===== src/bpd_pkg.sv =====
`timescale 1ns / 1ps
// Shared types and constants for the BMP pixel stream decoder.
// No dependencies; used by every module of the block.
package bpd_pkg;

  localparam int unsigned MAX_WIDTH  = 4096;
  localparam int unsigned MAX_HEIGHT = 4096;
  localparam int unsigned DIM_W      = 13;
  localparam int unsigned POS_W      = 12;
  localparam int unsigned HCNT_W     = 6;

  localparam logic [HCNT_W-1:0] HEADER_LEN  = HCNT_W'(54);
  localparam logic [HCNT_W-1:0] WIDTH_OFS   = HCNT_W'(18);
  localparam logic [HCNT_W-1:0] HEIGHT_OFS  = HCNT_W'(22);
  localparam logic [HCNT_W-1:0] BITS_OFS    = HCNT_W'(28);
  localparam logic [HCNT_W-1:0] FIELD_BYTES = HCNT_W'(4);
  localparam logic [HCNT_W-1:0] BITS_BYTES  = HCNT_W'(2);

  typedef enum logic [1:0] {
    PH_BLUE  = 2'd0,
    PH_GREEN = 2'd1,
    PH_RED   = 2'd2
  } phase_t;

  typedef struct packed {
    logic             last_pixel;
    logic [POS_W-1:0] row;
    logic [POS_W-1:0] column;
    logic [7:0]       blue;
    logic [7:0]       green;
    logic [7:0]       red;
  } pixel_t;

  typedef struct packed {
    logic full;
    logic empty;
  } queue_status_t;

  function automatic logic [DIM_W-1:0] clamp_size(input logic [31:0] raw,
                                                  input logic [31:0] limit);
    logic [DIM_W-1:0] res;
    if (raw[31]) begin
      res = '0;
    end else if (raw > limit) begin
      res = limit[DIM_W-1:0];
    end else begin
      res = raw[DIM_W-1:0];
    end
    return res;
  endfunction

endpackage


===== src/bpd_parser.sv =====
`timescale 1ns / 1ps
// Front part: accepts file bytes, parses the header and assembles pixels.
// Depends on bpd_pkg; pushes finished pixels into bpd_queue.
module bpd_parser (
  input  logic                  clk,
  input  logic                  rst,
  input  logic                  in_valid,
  output logic                  in_ready,
  input  logic [7:0]            in_byte,
  input  logic                  in_first,
  input  bpd_pkg::queue_status_t q_status,
  output logic                  push,
  output bpd_pkg::pixel_t       push_data
);

  logic                          parse_active;
  logic [bpd_pkg::HCNT_W-1:0]    header_count;
  logic [31:0]                   raw_width;
  logic [31:0]                   raw_height;
  logic [15:0]                   bit_count;
  logic [bpd_pkg::DIM_W-1:0]     image_width;
  logic [bpd_pkg::DIM_W-1:0]     image_height;
  logic [1:0]                    pad_length;
  logic [1:0]                    pad_left;
  logic [bpd_pkg::POS_W-1:0]     col_counter;
  logic [bpd_pkg::DIM_W-1:0]     row_counter;
  bpd_pkg::phase_t               byte_phase;
  logic [7:0]                    held_blue;
  logic [7:0]                    held_green;

  logic                          accept;
  logic                          in_header;
  logic                          in_image;
  logic                          col_last;
  logic                          row_last;
  logic [bpd_pkg::HCNT_W-1:0]    width_idx;
  logic [bpd_pkg::HCNT_W-1:0]    height_idx;
  logic [bpd_pkg::HCNT_W-1:0]    bits_idx;
  logic [bpd_pkg::DIM_W-1:0]     width_clamped;
  logic [1:0]                    pad_prod;

  assign in_ready   = !q_status.full;
  assign accept     = in_valid && in_ready;
  assign in_header  = header_count < bpd_pkg::HEADER_LEN;
  assign in_image   = (image_width != '0) && (row_counter < image_height);
  assign col_last   = ({1'b0, col_counter} + 1'b1) == image_width;
  assign row_last   = (row_counter + 1'b1) == image_height;
  assign width_idx  = header_count - bpd_pkg::WIDTH_OFS;
  assign height_idx = header_count - bpd_pkg::HEIGHT_OFS;
  assign bits_idx   = header_count - bpd_pkg::BITS_OFS;

  assign width_clamped = bpd_pkg::clamp_size(raw_width, 32'(bpd_pkg::MAX_WIDTH));
  assign pad_prod      = bit_count[4:3] * width_clamped[1:0];

  assign push = accept && parse_active && !in_first && !in_header && in_image &&
                (pad_left == '0) && (byte_phase == bpd_pkg::PH_RED);

  always_comb begin
    push_data.red        = in_byte;
    push_data.green      = held_green;
    push_data.blue       = held_blue;
    push_data.column     = col_counter;
    push_data.row        = row_counter[bpd_pkg::POS_W-1:0];
    push_data.last_pixel = col_last && row_last;
  end

  always_ff @(posedge clk) begin
    if (rst) begin
      parse_active <= 1'b0;
      header_count <= '0;
      image_width  <= '0;
      image_height <= '0;
      pad_length   <= '0;
      pad_left     <= '0;
      col_counter  <= '0;
      row_counter  <= '0;
      byte_phase   <= bpd_pkg::PH_BLUE;
    end else if (accept && in_first) begin
      parse_active <= 1'b1;
      header_count <= bpd_pkg::HCNT_W'(1);
      image_width  <= '0;
      image_height <= '0;
      pad_length   <= '0;
      pad_left     <= '0;
      col_counter  <= '0;
      row_counter  <= '0;
      byte_phase   <= bpd_pkg::PH_BLUE;
    end else if (accept && parse_active) begin
      if (in_header) begin
        if (width_idx < bpd_pkg::FIELD_BYTES) begin
          raw_width[{width_idx[1:0], 3'b000} +: 8] <= in_byte;
        end else if (height_idx < bpd_pkg::FIELD_BYTES) begin
          raw_height[{height_idx[1:0], 3'b000} +: 8] <= in_byte;
        end else if (bits_idx < bpd_pkg::BITS_BYTES) begin
          bit_count[{bits_idx[0], 3'b000} +: 8] <= in_byte;
        end
        header_count <= header_count + 1'b1;
        if (header_count == bpd_pkg::HEADER_LEN - 1'b1) begin
          image_width  <= width_clamped;
          image_height <= bpd_pkg::clamp_size(raw_height, 32'(bpd_pkg::MAX_HEIGHT));
          pad_length   <= 2'd0 - pad_prod;
        end
      end else if (in_image) begin
        if (pad_left != '0) begin
          pad_left <= pad_left - 1'b1;
        end else begin
          unique case (byte_phase)
            bpd_pkg::PH_BLUE: begin
              held_blue  <= in_byte;
              byte_phase <= bpd_pkg::PH_GREEN;
            end
            bpd_pkg::PH_GREEN: begin
              held_green <= in_byte;
              byte_phase <= bpd_pkg::PH_RED;
            end
            default: begin
              byte_phase <= bpd_pkg::PH_BLUE;
              if (col_last) begin
                col_counter <= '0;
                row_counter <= row_counter + 1'b1;
                pad_left    <= pad_length;
              end else begin
                col_counter <= col_counter + 1'b1;
              end
            end
          endcase
        end
      end
    end
  end

endmodule


===== src/bpd_queue.sv =====
`timescale 1ns / 1ps
// Two-entry pixel queue between the parser and the output stage.
// Depends on bpd_pkg.
module bpd_queue (
  input  logic                   clk,
  input  logic                   rst,
  input  logic                   push,
  input  bpd_pkg::pixel_t        push_data,
  input  logic                   pop,
  output bpd_pkg::pixel_t        pop_data,
  output bpd_pkg::queue_status_t status
);

  bpd_pkg::pixel_t entries [2];
  logic            wr_ptr;
  logic            rd_ptr;
  logic [1:0]      count;

  assign pop_data     = entries[rd_ptr];
  assign status.full  = count == 2'd2;
  assign status.empty = count == 2'd0;

  always_ff @(posedge clk) begin
    if (push) begin
      entries[wr_ptr] <= push_data;
    end
  end

  always_ff @(posedge clk) begin
    if (rst) begin
      wr_ptr <= 1'b0;
      rd_ptr <= 1'b0;
      count  <= '0;
    end else begin
      if (push) begin
        wr_ptr <= !wr_ptr;
      end
      if (pop) begin
        rd_ptr <= !rd_ptr;
      end
      if (push && !pop) begin
        count <= count + 1'b1;
      end else if (pop && !push) begin
        count <= count - 1'b1;
      end
    end
  end

endmodule


===== src/bpd_emitter.sv =====
`timescale 1ns / 1ps
// Back part: output register that presents queued pixels on the master stream.
// Depends on bpd_pkg; reads from bpd_queue.
module bpd_emitter (
  input  logic                   clk,
  input  logic                   rst,
  input  bpd_pkg::queue_status_t q_status,
  input  bpd_pkg::pixel_t        q_data,
  output logic                   pop,
  output logic                   out_valid,
  input  logic                   out_ready,
  output logic [47:0]            out_data,
  output logic                   out_last
);

  assign pop = !q_status.empty && (!out_valid || out_ready);

  always_ff @(posedge clk) begin
    if (rst) begin
      out_valid <= 1'b0;
    end else if (pop) begin
      out_valid <= 1'b1;
    end else if (out_ready) begin
      out_valid <= 1'b0;
    end
  end

  always_ff @(posedge clk) begin
    if (pop) begin
      out_data <= {q_data.row, q_data.column, q_data.blue, q_data.green, q_data.red};
      out_last <= q_data.last_pixel;
    end
  end

endmodule


===== src/bmp_pixel_stream_decoder.sv =====
`timescale 1ns / 1ps
// Top level of the BMP pixel stream decoder.
// Depends on bpd_pkg, bpd_parser, bpd_queue and bpd_emitter.
//
// Usage: the slave stream carries one byte of a BMP file per request, with
// tuser high on the first byte of a file. The 54-byte header is parsed for
// width, height and bit count; the pixel bytes that follow (blue, green, red)
// are assembled into pixels, and row padding is skipped. Each pixel leaves on
// the master stream with its column and row; tlast marks the final pixel.
// Bytes before the first tuser mark and after the last pixel are dropped.
// Throughput is one byte per cycle while s_tready is high. A pixel enters
// the two-entry queue as its red byte is accepted, then the output register;
// these decouple the sides: when the receiver stalls, the queue fills and
// s_tready drops until an entry frees up. Reset clears the parse counters;
// the block then ignores input until a byte marked as first arrives.
module bmp_pixel_stream_decoder (
  input  logic        clk,
  input  logic        rst,
  input  logic        s_tvalid,
  output logic        s_tready,
  input  logic [7:0]  s_tdata,   // [7:0] data_byte
  input  logic        s_tuser,   // [0] first_byte
  output logic        m_tvalid,
  input  logic        m_tready,
  output logic [47:0] m_tdata,   // [7:0] red, [15:8] green, [23:16] blue,
                                 // [35:24] column, [47:36] row
  output logic        m_tlast    // last_pixel
);

  bpd_pkg::queue_status_t q_status;
  bpd_pkg::pixel_t        push_data;
  bpd_pkg::pixel_t        pop_data;
  logic                   push;
  logic                   pop;

  bpd_parser u_parser (
    .clk       (clk),
    .rst       (rst),
    .in_valid  (s_tvalid),
    .in_ready  (s_tready),
    .in_byte   (s_tdata),
    .in_first  (s_tuser),
    .q_status  (q_status),
    .push      (push),
    .push_data (push_data)
  );

  bpd_queue u_queue (
    .clk       (clk),
    .rst       (rst),
    .push      (push),
    .push_data (push_data),
    .pop       (pop),
    .pop_data  (pop_data),
    .status    (q_status)
  );

  bpd_emitter u_emitter (
    .clk       (clk),
    .rst       (rst),
    .q_status  (q_status),
    .q_data    (pop_data),
    .pop       (pop),
    .out_valid (m_tvalid),
    .out_ready (m_tready),
    .out_data  (m_tdata),
    .out_last  (m_tlast)
  );

endmodule


===== config.mk =====
export PLATFORM = sky130hd
export DESIGN_NAME = bmp_pixel_stream_decoder
export DESIGN_NICKNAME = d
export VERILOG_FILES = /design/src/bpd_pkg.sv /design/src/bpd_parser.sv /design/src/bpd_queue.sv /design/src/bpd_emitter.sv /design/src/bmp_pixel_stream_decoder.sv
export SDC_FILE = /design/constraint.sdc
export NUM_CORES = 1
export LEC_CHECK = 0
export BUFFER_PORTS_ARGS = -buffer_cell sky130_fd_sc_hd__buf_4
export CAP_MARGIN = 20
export CORE_ASPECT_RATIO = 0.5
export CORE_MARGIN = 4
export CORE_UTILIZATION = 50
export DETAILED_ROUTE_END_ITERATION = 10
export GPL_TIMING_DRIVEN = 0
export HOLD_SLACK_MARGIN = 0.03
export PLACE_DENSITY = 0.71
export SYNTH_ARGS = -nofsm -noshare
export SYNTH_HDL_FRONTEND = slang
export SYNTH_SLANG_ARGS = --single-unit

===== constraint.sdc =====
create_clock -name clk -period 19.67 [get_ports clk]
set_input_delay 2.9505 -clock clk [delete_from_list [all_inputs] [get_ports clk]]
set_output_delay 2.9505 -clock clk [all_outputs]
set_load 0.02 [all_outputs]

== Word level (Yosys, flattened, before mapping) ==
Memory sizes are Yosys's and may differ from the RTL's. A register that Yosys moved wholly into a read port is not among the register bits.
Cells that the tools add are included.

* Register bits after elaboration: 165
* Memory bits (writable): 98
* Bits of input ports: 13
* Output and inout bits: 51
* Logic and storage cells: 130
* Memories: 1

* Add/subtract/negate cells: 14
* Multiply operators: 1
* $lt $le $gt $ge: 7
* Equality and inequality tests: 7
* Shift operators: 6
* Multiplexer cells: 21
* Bitwise operators: 7
* Reduce and logical (&&, ||, !) cells: 47

{| class="wikitable"
|+ Memory list
! memory !! depth !! bits a word !! rd ports !! clocked after memory_dff !! write ports !! RTL line !! RTL
|-
| u_queue.entries || 2 || 49 || 1 || 1 || 1 || bpd_queue.sv:14 || <nowiki>bpd_pkg::pixel_t entries [2];</nowiki>
|}

{| class="wikitable"
|+ Operator list
! cell !! count
|-
| 32-bit bitwise mux || 2
|-
| 32-bit by 13-bit greater-than comparator with 1-bit output (second input constant) || 2
|-
| 8-bit by 7-bit variable shift with 32-bit output (first input constant) || 2
|-
| 8-bit by 7-bit variable part select with 32-bit output || 2
|-
| 13-bit two-way mux || 4
|-
| 13-bit == test || 2
|-
| 7-bit AND reduction || 3
|-
| 6-bit by 5-bit subtractor with 6-bit output (second input constant) || 3
|-
| 16-bit bitwise mux || 1
|-
| 8-bit by 6-bit variable shift with 16-bit output (first input constant) || 1
|-
| 8-bit by 6-bit variable part select with 16-bit output || 1
|-
| 5-bit AND reduction || 3
|-
| 5-bit negation with 7-bit output || 2
|-
| 12-bit by 1-bit adder with 13-bit output (second input constant) || 1
|-
| 13-bit by 1-bit adder with 13-bit output (second input constant) || 1
|-
| 1-bit logical AND || 13
|-
| 13-bit less-than comparator || 1
|-
| 13-bit nonzero test || 1
|-
| 12-bit by 1-bit adder with 12-bit output (second input constant) || 1
|-
| 6-bit by 3-bit less-than comparator with 1-bit output (second input constant) || 2
|-
| 12-bit two-way mux || 1
|-
| 6-bit AND reduction || 2
|-
| 2-bit nonzero test || 6
|-
| 2-bit two-way mux || 5
|-
| other kinds (22) || 48
|}

== Depth between registers and ports, before layout ==
* Depth after elaboration: 13
* Depth in mapped cells: 12
* Depth with buffers taken out: 11

== Modules after synthesis ==
Synthesis repeated with hierarchy kept, for this count alone.

* Cells, all modules: 898
* Area, all modules: 12303.0 um2

{| class="wikitable"
|+ Modules (own cells, without submodules)
! module !! times used !! cells each !! area each (um2) !! sequential area each (um2)
|-
| bpd_parser || 1 || 671 || 7035.5 || 3743.6
|-
| bpd_queue || 1 || 174 || 3739.8 || 3042.9
|-
| bpd_emitter || 1 || 53 || 1527.7 || 1491.4
|}

== Worst setup path before layout ==
No wires, ideal clock.

* Path type: input -> register
* Start point: input s_tvalid
* End point: memory u_queue.entries[0][0] in the netlist's numbering (enable)
* Library setup time: 577 ps
* Arrival time: 8168 ps
* Data required time: 19093 ps
* Setup slack: 10925 ps
* Stages on the path: 4
* Path buffers: 0
* Path through: and4b_1 > and4_1 > nand3_4 > nor4_1

* Word-level cells in the longest chain between the ends: 9

{| class="wikitable"
|+ RTL lines
! what !! RTL line !! RTL
|-
| start, declared || bmp_pixel_stream_decoder.sv:19 || <nowiki>input logic s_tvalid,</nowiki>
|-
| 1-bit logical AND || bpd_parser.sv:43 || <nowiki>assign accept = in_valid && in_ready;</nowiki>
|-
| 1-bit logical AND (5 in a row) || bpd_parser.sv:55 || <nowiki>assign push = accept && parse_active && !in_first && !in_header && in_image &&</nowiki>
|-
| 1-bit logical AND || bpd_parser.sv:56 || <nowiki>(pad_left == '0) && (byte_phase == bpd_pkg::PH_RED);</nowiki>
|-
| 1-bit two-way mux || bpd_queue.sv:24 || <nowiki>if (push) begin</nowiki>
|-
| 1-bit two-way mux (not written as such) || bpd_queue.sv:25 || <nowiki>entries[wr_ptr] <= push_data;</nowiki>
|-
| end, declared || bpd_queue.sv:14 ||
|}

Every way passes these cells.

== Worst setup path in the final report ==
* Start point: input s_tvalid
* End point: memory u_queue.entries[0][13] in the netlist's numbering (enable)

The elaborated chain is that of the path after synthesis.

==> flow_summary.ini <==
[synth]
synth_compound_area_share_pct = 6.554
synthMuxAreaShare_pct = 5.208
synth_edf_count = 229
yosys.area_share.xor_xnor_pct = 3.164
synthAdderAreaFrac_pct = 2.465
synth_warnings = 0
synth_area_per_cell_um2 = 13.83
synth_top_family_by_area = simple AND/OR/NAND/NOR gates
yosysUniqueCellTypes = 63
ys_seq_area_share_pct = 67.80
syn-cell-area_mm2 = 0.01218
synthCells = 881
postSynth.asyncResetShare_pct = 0
synth_seq_cells = 298
syn-num-nets = 918
ys.flop_type = edfxtp_1
yosys.area_share.simple_pct = 12.57

[critical_path]
critPathCaptureType = flop
path_class = input pin to flop
crit_buf_inv = 6
cpMostUsedCell = buf_4
crit_chain = buf_4 -> and4b_1 -> and4_1 -> nand3_4 -> nor4_2 -> buf_4 -> buf_4 -> buf_4 -> buf_4 -> buf_4
crit_family = simple AND/OR/NAND/NOR gates
cp_max_fo = 9
endpoint = u_queue.entries[0][13]$_DFFE_PP_
worstPathRequired_ns = 19.92
startpoint = s_tvalid
cp_num_cells = 10
r2r-start = u_parser.col_counter[0]$_SDFFE_PP0P_
worstRegToRegCells = 6
worstSetupStartpointType = input pin
worstReg2RegEnd = u_queue.entries[0][48]$_DFFE_PP_
cpPeakStageDelay_ns = 0.67
slowest_stage = nor4_2
r2r_setup_slack_ns = 15.85
critical_path_arrival_ns = 5.55

[sta]
whs_ns = 0.4453
maxSlewViolCount = 0
finalSetupViolCount = 0
tns_ns = 0
post-route-period-util_pct = 26.92
rsz0062_at_grt = no
worst_pin_slew_ns = 1.240
finalCriticalPeriod_ns = 5.295
hold_violations = 0
maxSlewHeadroom_pct = 15.21
skew_ns = 0.01888
fmax_mhz = 188.9

[layout]
seqCellArea_mm2 = 0.008258
multi_input_area_mm2 = 0.003669
nets = 1017
areaGrowthSynthToFinish_pct = 14.94
drive_gt1_share_pct = 18.52
post-route-util_pct = 58.40
n_antenna_cell = 0
fillers = 1853
fin_area_mm2 = 0.01400

[clock_tree]
path_clk_slew_ns = 0.06
cts_sinks = 298
cts_tree = built
holdBufCountCts = 0
ctsHtreeMaxLevel = 1
cts_setup_buffers = 0
cts_resized = 0
cts_root_buf = clkbuf_16
clk_latency_ns = 0.54
clockBufferDepth = 3
numCtsBuffers = 26

[worst_hold_path]
min_path_type = flop to flop
hold_depth = 0

[run]
max_cap_viol_count = 0

[global_route]
grt_pass1_wl_mm = 39.54
overflow = 0
antenna_found_initial = 0
grt_max_degree = 37
grt_usage_pct = 18.19
grt_pass1_vias = 7021

[detailed_routing]
dr.pass1.iters = 5
wl_mm = 24.63
vias = 7348
vias_per_cell = 5.592
drc = 0
drt_iter0_drc = 592
wire_per_inst_um = 18.74
drt.antenna.violating_nets = 0

[power_and_ir_drop]
clockPowerShare_pct = 42.5
cellPowerDensity_mw_per_mm2 = 85.53
max-vdd-ir-drop_uv = 56.48
p_sw_mw = 0.2334
p_sw_share_pct = 19.49
pwr-share-comb_pct = 1.4
seq_power_share_pct = 56.2
power.internal_mw = 0.9641
cellLeakagePower_nw = 4.878

[placed_design]
hpwl_mm = 16.92
place_congestion = 0.8705
port_buffers = 62
place_area_mm2 = 0.01316

[die]
placement_rows = 40
ios = 64
die_y_um = 118.4
coreArea_mm2 = 0.02397
die_area_mm2 = 0.02707
start_util_pct = 50.81
die_w_um = 228.7

[status]
outcome = completed
sequential cells by signal, indices dropped and copies added, names as in the netlist, 2 cells and up:
register,flops
u_queue.count,2
u_parser.raw_width,32
u_parser.image_height,13
u_parser.row_counter,13
u_parser.held_blue,8
u_parser.pad_left,2
u_parser.bit_count,2
u_parser.col_counter,12
u_parser.held_green,8
u_parser.raw_height,32
u_emitter.out_data,48
u_queue.entries,98
u_parser.byte_phase,2
u_parser.pad_length,2
u_parser.image_width,13
u_parser.header_count,6
stage by stage:
stage,setup WS (ns),power [mW],instances
2_1_floorplan,10.92,0.6943,881
3_3_place_gp,7.294,0.7024,1258
3_5_place_dp,13.79,0.7029,1267
4_1_cts,14.35,1.208,1314
5_1_grt,14.19,1.238,1314
6_report,14.37,1.197,1314
layer usage:
layer / vias to the layer above / global-route usage (%) / share of wire (%)
li1: 3528 / - / -
met1: 3596 / 26.08 / 47
met2: 192 / 28.87 / 46
met3: 32 / 3.998 / 5.9
met4: 0 / 3.667 / 1.5
met5: - / 0 / 0
final cells by class:
cell class                      count  area share [%]
Tap cell                          315           2.815
Clock inverter                     14           1.126
Timing Repair Buffer               71           4.013
Buffer                             36           1.251
Sequential cell                   298           58.99
Multi-Input combinational cell    521           26.20
Inverter                           26          0.6971
Clock buffer                       33           4.907
logic make-up (layout without fill, tap and decap cells):
logic type	after synthesis	in the layout
multiplexers	57	57
AO/OA/AOI/OAI	117	117
adder cells (fa/ha/maj)	24	24
XOR/XNOR	44	44
buffers and inverters	62	180
AND/OR/NAND/NOR	279	279
flip-flops	298	298
cells in the mapped netlist (all sizes together) (2+ instances only):
| cell | number | area [µm²] |
|---|---|---|
| a22oi | 24 | 180.2 |
| nor2b | 7 | 43.79 |
| nand2b | 4 | 25.02 |
| and3 | 14 | 93.84 |
| ha | 24 | 300.3 |
| nand3 | 27 | 147.6 |
| nand3b | 2 | 15.01 |
| or4 | 4 | 33.78 |
| a21oi | 28 | 140.1 |
| o21ai | 29 | 145.1 |
| o31ai | 3 | 22.52 |
| dfxtp | 69 | 1381 |
| o211ai | 4 | 30.03 |
| nor4 | 29 | 181.4 |
| edfxtp | 229 | 6877 |
| xor2 | 15 | 131.4 |
| or3 | 14 | 87.58 |
| nor3b | 2 | 15.01 |
| clkbuf | 22 | 83.83 |
| o311ai | 3 | 26.28 |
| xnor2 | 29 | 254.0 |
| o22ai | 2 | 12.51 |
| a2111oi | 5 | 81.33 |
| a211oi | 3 | 22.52 |
| nor3 | 19 | 95.09 |
| a31oi | 3 | 18.77 |
| mux2i | 6 | 60.06 |
| and4 | 5 | 43.79 |
| mux2 | 51 | 574.3 |
| inv | 26 | 97.59 |
| buf | 14 | 91.34 |
| and2 | 44 | 275.3 |
| nor2 | 58 | 220.2 |
| nand4 | 16 | 100.1 |
| nand2 | 28 | 105.1 |
| or2 | 2 | 12.51 |
power groups by stage:
stage / Sequential (mW) / Combinational, mW / Clock [mW]
finish: 0.672 / 0.0165 / 0.508
global route: 0.672 / 0.0183 / 0.547
CTS: 0.672 / 0.0166 / 0.519
detailed placement: 0.686 / 0.0166 / 0
global placement: 0.686 / 0.0162 / 0
floorplan: 0.686 / 0.00823 / 0
how the worst min path moves through the flow:
stage / startpoint / slack, ns / endpoint
detailed placement: u_parser.held_blue[3]$_DFFE_PP_ / 0.43 / u_queue.entries[0][19]$_DFFE_PP_
global placement: u_parser.held_green[7]$_DFFE_PP_ / 0.42 / u_queue.entries[0][15]$_DFFE_PP_
CTS: u_parser.held_blue[3]$_DFFE_PP_ / 0.45 / u_queue.entries[1][19]$_DFFE_PP_
global route: u_parser.held_green[4]$_DFFE_PP_ / 0.46 / u_queue.entries[0][12]$_DFFE_PP_
finish: u_parser.held_blue[3]$_DFFE_PP_ / 0.45 / u_queue.entries[1][19]$_DFFE_PP_
floorplan: u_parser.held_green[2]$_DFFE_PP_ / 0.42 / u_queue.entries[0][10]$_DFFE_PP_
cell usage in the layout (no fill, tap or decap), types with 25 or more instances in the layout:
cell	count
edfxtp_1	229
dfxtp_1	69
nor4_1	28
clkbuf_1	27
nor2_1	57
a21oi_1	28
nand2_1	28
xnor2_1	29
nand3_1	26
o21ai_0	29
and2_1	43
inv_1	25
buf_4	69
clkbuf_16	26
mux2_2	51
worst register-to-register path, stage by stage, from the launching register on:
cell       delay [ns]
dfxtp_1          0.52
nand4_1          0.32
nor4_1           0.57
xor2_1           0.15
o311a_1          0.37
or3_1            0.43
a2111oi_0        1.08
Note: power is estimated with default switching activity, not from simulation.
